**src/design/buddy_page_allocator_assert.svh**
```systemverilog
// Assertion macros shared by the allocator RTL.
// Each macro expands to one labeled concurrent assertion on clk_i, idle in reset.
`ifndef BUDDY_PAGE_ALLOCATOR_ASSERT_SVH
`define BUDDY_PAGE_ALLOCATOR_ASSERT_SVH

// Consequent must hold in the same cycle as the antecedent.
`define BPA_ASSERT_SAME(lbl, ante, cons, msg) \
  lbl: assert property (@(posedge clk_i) disable iff (!rst_ni) (ante) |-> (cons)) \
    else $error(msg);

// Consequent must hold in the cycle after the antecedent.
`define BPA_ASSERT_NEXT(lbl, ante, cons, msg) \
  lbl: assert property (@(posedge clk_i) disable iff (!rst_ni) (ante) |=> (cons)) \
    else $error(msg);

`endif

```
**src/design/bpa_pkg.sv**
```systemverilog
// ----------------------------------------------------------------------------
// bpa_pkg
// Types, constants and controller/datapath interface of the buddy allocator.
// ----------------------------------------------------------------------------
`default_nettype none

package bpa_pkg;

  localparam int unsigned MaxOrder  = 11;
  localparam int unsigned PageCount = 65536;
  localparam int unsigned PageW     = $clog2(PageCount);
  localparam int unsigned LinkW     = PageW + 1;
  localparam int unsigned OrderW    = 4;
  localparam int unsigned CountW    = 17;
  localparam int unsigned LvlIdxW   = $clog2(MaxOrder);

  localparam logic [LinkW-1:0]  NilLink   = LinkW'(PageCount);
  localparam logic [CountW-1:0] FreeMax   = {CountW{1'b1}};
  localparam logic [CountW-1:0] TotalRst  = CountW'(65536);
  localparam logic              ReqAlloc  = 1'b0;
  localparam logic              ReqFree   = 1'b1;

  typedef enum logic [1:0] {
    StatDone    = 2'd0,
    StatNoSpace = 2'd1,
    StatRange   = 2'd2
  } status_e;

  typedef struct packed {
    logic              req_type;
    logic [OrderW-1:0] order;
    logic [PageW-1:0]  page_offset;
  } req_t;

  typedef struct packed {
    status_e           status;
    logic [PageW-1:0]  block_offset;
    logic [CountW-1:0] free_pages;
  } rsp_t;

  typedef struct packed {
    logic clear;
    logic load;
    logic fail;
    logic take;
    logic rd;
    logic unlink;
    logic merge;
    logic split;
    logic set_push;
    logic push1;
    logic push2;
    logic alloc_fin;
    logic free_fin;
    logic emit;
  } cmd_t;

  typedef struct packed {
    logic    clear_last;
    logic    req_free;
    status_e chk_code;
    logic    split_more;
    logic    loop_stop;
    logic    buddy_match;
    logic    out_busy;
  } sts_t;

endpackage

`default_nettype wire

```
**src/design/bpa_ctrl.sv**
```systemverilog
// ----------------------------------------------------------------------------
// bpa_ctrl
// Sequencer for clearing, allocate split walk and free merge walk.
// ----------------------------------------------------------------------------
`default_nettype none

module bpa_ctrl (
  input  wire logic          clk_i,
  input  wire logic          rst_ni,
  input  wire logic          in_valid_i,
  output logic               in_stall_o,
  input  wire bpa_pkg::sts_t sts_i,
  output bpa_pkg::cmd_t      cmd_o
);

  localparam logic [3:0] SClear   = 4'd0;
  localparam logic [3:0] SIdle    = 4'd1;
  localparam logic [3:0] SCheck   = 4'd2;
  localparam logic [3:0] SARead   = 4'd3;
  localparam logic [3:0] SAUnlink = 4'd4;
  localparam logic [3:0] SSplit   = 4'd5;
  localparam logic [3:0] SPush1   = 4'd6;
  localparam logic [3:0] SPush2   = 4'd7;
  localparam logic [3:0] SFLoop   = 4'd8;
  localparam logic [3:0] SFTest   = 4'd9;
  localparam logic [3:0] SDone    = 4'd10;

  logic [3:0] state_q, state_d;

  assign in_stall_o = (state_q != SIdle);

  always_comb begin
    state_d = state_q;
    cmd_o   = '0;
    unique case (state_q)
      SClear: begin
        cmd_o.clear = 1'b1;
        if (sts_i.clear_last) state_d = SIdle;
      end
      SIdle: begin
        if (in_valid_i) begin
          cmd_o.load = 1'b1;
          state_d    = SCheck;
        end
      end
      SCheck: begin
        priority if (sts_i.chk_code != bpa_pkg::StatDone) begin
          cmd_o.fail = 1'b1;
          state_d    = SDone;
        end else if (sts_i.req_free) begin
          state_d = SFLoop;
        end else begin
          cmd_o.take = 1'b1;
          state_d    = SARead;
        end
      end
      SARead: begin
        cmd_o.rd = 1'b1;
        state_d  = SAUnlink;
      end
      SAUnlink: begin
        cmd_o.unlink = 1'b1;
        state_d      = SSplit;
      end
      SSplit: begin
        if (sts_i.split_more) begin
          cmd_o.split = 1'b1;
          state_d     = SPush1;
        end else begin
          cmd_o.alloc_fin = 1'b1;
          state_d         = SDone;
        end
      end
      SPush1: begin
        cmd_o.push1 = 1'b1;
        state_d     = SPush2;
      end
      SPush2: begin
        cmd_o.push2 = 1'b1;
        if (sts_i.req_free) begin
          cmd_o.free_fin = 1'b1;
          state_d        = SDone;
        end else begin
          state_d = SSplit;
        end
      end
      SFLoop: begin
        if (sts_i.loop_stop) begin
          cmd_o.set_push = 1'b1;
          state_d        = SPush1;
        end else begin
          cmd_o.rd = 1'b1;
          state_d  = SFTest;
        end
      end
      SFTest: begin
        if (sts_i.buddy_match) begin
          cmd_o.unlink = 1'b1;
          cmd_o.merge  = 1'b1;
          state_d      = SFLoop;
        end else begin
          cmd_o.set_push = 1'b1;
          state_d        = SPush1;
        end
      end
      SDone: begin
        // hold the result until the output register frees up
        if (!sts_i.out_busy) begin
          cmd_o.emit = 1'b1;
          state_d    = SIdle;
        end
      end
      default: state_d = SIdle;
    endcase
  end

  always_ff @(posedge clk_i or negedge rst_ni) begin
    if (!rst_ni) begin
      state_q <= SClear;
    end else begin
      state_q <= state_d;
    end
  end

endmodule

`default_nettype wire

```
**config.mk**
```make
export PLATFORM = sky130hd
export DESIGN_NAME = bpa_ctrl
export DESIGN_NICKNAME = d
export VERILOG_FILES = /design/src/design/buddy_page_allocator_assert.svh /design/src/design/bpa_pkg.sv /design/src/design/bpa_ctrl.sv
export SDC_FILE = /design/constraint.sdc
export NUM_CORES = 1
export LEC_CHECK = 0
export BUFFER_PORTS_ARGS = -buffer_cell sky130_fd_sc_hd__clkbuf_2
export CAP_MARGIN = 20
export CORE_AREA = 2 2 39 41
export DETAILED_ROUTE_END_ITERATION = 10
export DIE_AREA = 0 0 41 43
export GPL_ROUTABILITY_DRIVEN = 0
export PLACE_DENSITY_LB_ADDON = 0.12
export SYNTH_ARGS = -nofsm -noshare
export SYNTH_HDL_FRONTEND = slang
export SYNTH_SLANG_ARGS = --single-unit
```
**constraint.sdc**
```tcl
create_clock -name clk_i -period 1.4 [get_ports clk_i]
set_input_delay 0.07 -clock clk_i [delete_from_list [all_inputs] [get_ports clk_i]]
set_output_delay 0.07 -clock clk_i [all_outputs]
set_load 0.05 [all_outputs]
```
# Word level (Yosys, flattened, before mapping)
# Cells that the tools add are included.
# classes
n_eq_ne	14
mux	35
n_reduce_logical	3
# op_table
operator	count
$pmux 4 s11	1
$mux 4	9
$mux 1	20
$eq 4x3->1 const B	4
$eq 4x4->1 const B	3
$eq 4x2->1 const B	2
$ne 2x2->1 const B	3
$pmux 1 s2	3
$eq 4x1->1 const B	1
$logic_not 4->1	1
$mux 2	2
$ne 4x1->1 const B	1
$reduce_and 3->1	1
$reduce_bool 2->1	1
# totals
ff_bits	4

# Logic depth before layout (Yosys ltp)
# depth
ltp_word	3
mapped_depth	6

# Worst setup path before layout
# OpenSTA, ideal clock, no wires.
# synth_path
path_type	reg-to-output
startpoint	register state_q[1]
endpoint	output port cmd_o[13] in the netlist's numbering
arrival_ns	2.219
required_time_ns	1.330
setup_slack_ns	-0.889
stages_incl_launch_ff	4
path_buffers	2
cell_sequence	dfrtp_1 buf_2 buf_2 nor4_1
# synth_rtl
element	line	rtl
start, declared	bpa_ctrl.sv:28	logic [3:0] state_q, state_d;
start signal, assigned	bpa_ctrl.sv:119	state_q <= SClear;
start signal, assigned	bpa_ctrl.sv:121	state_q <= state_d;
end, declared	bpa_ctrl.sv:13	output bpa_pkg::cmd_t cmd_o

==> implementation parameters <==
Parameter                              Value

Run status
  Result of the run    complete, but fails checks
  Violations in the final reports    negative setup slack

CTS
  TritonCTS buffer count    3
  Number of levels the H-tree was split into    1
  Clock network latency to the later pin of the worst-skew pair    230 ps
  CTS tree    done
  Clock slew at the register clock pins of the worst setup and hold paths    40 ps
  CTS Root Buffer Type    sky130_fd_sc_hd__clkbuf_4
  Maximum clock insertion buffer count    2
  Clock net sink count    4

Routing
  Antenna viol nets, final    0
  Iter 0 DRT Violations    14
  Average vias per placed instance    5.430
  Vias after detailed routing    733
  DR pass1 iterations    4
  WL per Instance    16.29 um
  Total wire length after detailed routing    2.199 mm
  Post-route DRC violation count    0

Power
  IR drop worst, VDD    1.490 mV
  Cell area power density    2138 mW/mm2
  Leakage    0.5176 nW

Floorplan
  Total Die Area    0.001763 mm2
  Die height    43 um
  Core box area    0.001384 mm2
  Cell row count    14
  Die W    41 um
  I/O pin count    26
  Effective utilization at floorplan    37.79%

STA
  RSZ-0062 raised after global routing    true
  Clk_skew    1.225 ps
  Final-report hold violation count    0
  Final clock period utilization by the worst path    104.7%
  Remaining max-slew budget at the tightest pin    75.66%
  Transition time at the pin with the least slew margin    362.6 ps
  Pins Over Slew Limit    0
  Post-layout worst setup margin    -65.69 ps
  Max Freq    0.6823 GHz
  Tmin final    1466 ps
  Final setup violating endpoints    9

Synth
  Post-synthesis adder-cell area fraction    0%
  Synthesized netlist net count    86
  Fraction of the mapped netlist area in compound gates    26.32%
  Number of synthesized register bits    4
  Cell Area, Synth    523.0 um2
  Count of mapped cells out of synthesis    75
  Simple logic cell fraction of the synthesized area    42.11%
  Yosys cell types    31
  Number of enable flip-flop cells after synthesis    0
  Combinational family with the most area after synthesis    simple AND/OR/NAND/NOR gates
  Most frequently used flop master after synthesis    sky130_fd_sc_hd__dfrtp_1
  Portion of the post-synthesis area used by sequential elements    19.14%
  Share of the synthesized netlist area taken by xor and xnor gates    1.675%
  Post-synthesis mux area share    1.914%
  Syn Area/Cell    6.973 um2
  Synth warnings    0
  Share of async-settable or async-resettable flops after synthesis    100.0%

GRT
  Number of antenna violations at the first check in global routing    0
  Busiest layer in global routing    met2
  Global route overflow    0
  GRT Util Overall    24.17%
  Via count of the first global-routing pass    668
  Met3 Track Usage GR    4.188%
  Global Route met1 Usage    32.57%
  Largest net degree at the start of global routing    12
  Global-route wire length before repair    2.918 mm
  Met2 GRT Util    36.88%

Worst setup path
  CP cell instances    buf_8, nor4_4, clkbuf_8
  Cell count of the worst reg-to-reg path    5
  CP max-delay cell    sky130_fd_sc_hd__dfrtp_2
  Reg-to-reg slack, setup    -60 ps
  Crit Reg-Reg Endpoint    state_q[1]$_DFFE_PN0P_
  Critical path class    flip-flop to output pin
  Startpoint of the most critical setup path    state_q[0]$_DFFE_PN0P_
  Worst Path Max Fanout    8
  Required time at the endpoint of the critical path    1330 ps
  Data arrival time at the worst-slack endpoint    1400 ps
  Type of origin of the critical path    flip-flop
  Delay of the slowest cell on the worst path    480 ps
  Category of the worst setup path capture point    output pin
  Source of the worst register-to-register timing path    state_q[0]$_DFFE_PN0P_

Final layout
  Largest registers    state_q (4)
  Area delta synth->final    127.3%
  Total number of nets in the final design    132
  Register name with the most flops    state_q
  Fin area    0.001189 mm2
  Inserted Diodes    0
  Fraction of layout instances using a drive strength above 1    68.91%
  Largest register FFs    4

Min path
  Hold Path Class    primary input to flip-flop
  Min-Delay Endpoint    state_q[1]$_DFFE_PN0P_
  Hold Crit Depth    3
  Launch instance of the worst min-delay path    sts_i[0]

Placed design
  Detail Placement HPWL    1.195 mm
  Post-placement cell area    817.0 um2
  DP Worst Slack    -18.06 ps
  Quantity of I/O buffers inserted on ports    25

Flow run
  # Max-Cap Violations    0
power by group:
| group | total [mW] | internal, mW | switching (mW) |
|---|---|---|---|
| clock | 0.140 | 0.0957 | 0.0445 |
| combinational | 2.13 | 0.994 | 1.14 |
| sequential | 0.271 | 0.171 | 0.0993 |
how the worst max path moves through the flow:
| stage | to | slack [ps] | cells past startpoint |
|---|---|---|---|
| 2_1_floorplan | cmd_o[2] | -380 | 3 |
| 5_1_grt | state_q[1]$_DFFE_PN0P_ | -170 | 5 |
| 3_3_place_gp | state_q[1]$_DFFE_PN0P_ | -60 | 5 |
| 3_5_place_dp | state_q[1]$_DFFE_PN0P_ | -20 | 5 |
| 6_report | cmd_o[13] | -70 | 3 |
| 4_1_cts | cmd_o[12] | -40 | 5 |
timing repair:
action / 4_1_cts / 5_1_grt
buffers inserted: 4 / 2
resized for setup: 41 / 37
pin swaps: 2 / 5
endpoints found under the hold margin: 4 / 0
setup endpoints to repair: 16 / 17
hold buffers: 1 / 0
cloned: 0 / 0
cells by family (layout without fill, tap and decap cells):
| kind of cell | Yosys count | in the layout |
|---|---|---|
| AOI/OAI and AO/OA | 18 | 18 |
| buffers and inverters | 8 | 52 |
| muxes | 1 | 1 |
| and+or+nand+nor | 43 | 43 |
| DFF | 4 | 4 |
| xor gates and xnor gates | 1 | 1 |
critical path, delay by kind of cell (launching register included):
family        cells  cell delay (ps)
buf+inv           2              410
flops             1              480
simple gates      1              270
per-layer routing:
| layer | wire length [um] | part of all wire (%) |
|---|---|---|
| met3 | 65 | 3.0 |
| met2 | 1178 | 54 |
| met4 | 70 | 3.2 |
| met5 | 0 | 0 |
| met1 | 885 | 40 |
Yosys cell counts (all sizes together), types with 2 or more instances:
master,number,area [um2]
inv,2,7.510
and3,2,12.51
buf,6,38.79
a311oi,2,17.52
nand2b,4,25.02
nor3,5,30.03
nand2,7,26.28
nand3,2,10.01
a31oi,2,12.51
nor2,14,52.55
nor2b,7,51.30
a21oi,4,20.02
dfrtp,4,100.1
area by class of cell:
| type | instances | area [um2] |
|---|---|---|
| Inverter | 2 | 7.507 |
| Multi-Input combinational cell | 63 | 561.8 |
| Sequential cell | 4 | 103.9 |
| Tap cell | 16 | 20.02 |
| Clock buffer | 3 | 22.52 |
| Fill cell | 72 | 195.2 |
| Timing Repair Buffer | 47 | 473.0 |
stage by stage:
step	hold slack [ps]	util, %	instances	TNS, ps	total power [mW]
detailed placement	-122.1	59.04	125	-24.16	1.663
global placement	-123.1	59.04	125	-59.37	1.664
global route	141.9	85.90	135	-929.1	2.682
floorplan	-225.6	-	75	-1097	1.275
CTS	124.3	76.13	133	-328.9	2.148
finish	132.6	85.90	135	-272.4	2.542
layout by cell type, fill, tap and decap left out, types with 3 or more instances in the layout:
cell                       instances
sky130_fd_sc_hd__nand2_1           5
sky130_fd_sc_hd__clkbuf_2         10
sky130_fd_sc_hd__buf_6             7
sky130_fd_sc_hd__nor2_4            9
sky130_fd_sc_hd__nor2_1            4
sky130_fd_sc_hd__clkbuf_4          3
sky130_fd_sc_hd__dfrtp_2           3
sky130_fd_sc_hd__buf_4            15
sky130_fd_sc_hd__nor2b_4           4
sky130_fd_sc_hd__a21oi_1           4
sky130_fd_sc_hd__clkbuf_8          3
sky130_fd_sc_hd__buf_8             6
sky130_fd_sc_hd__buf_12            3
No activity file was read; power rests on OpenSTA's default activity.
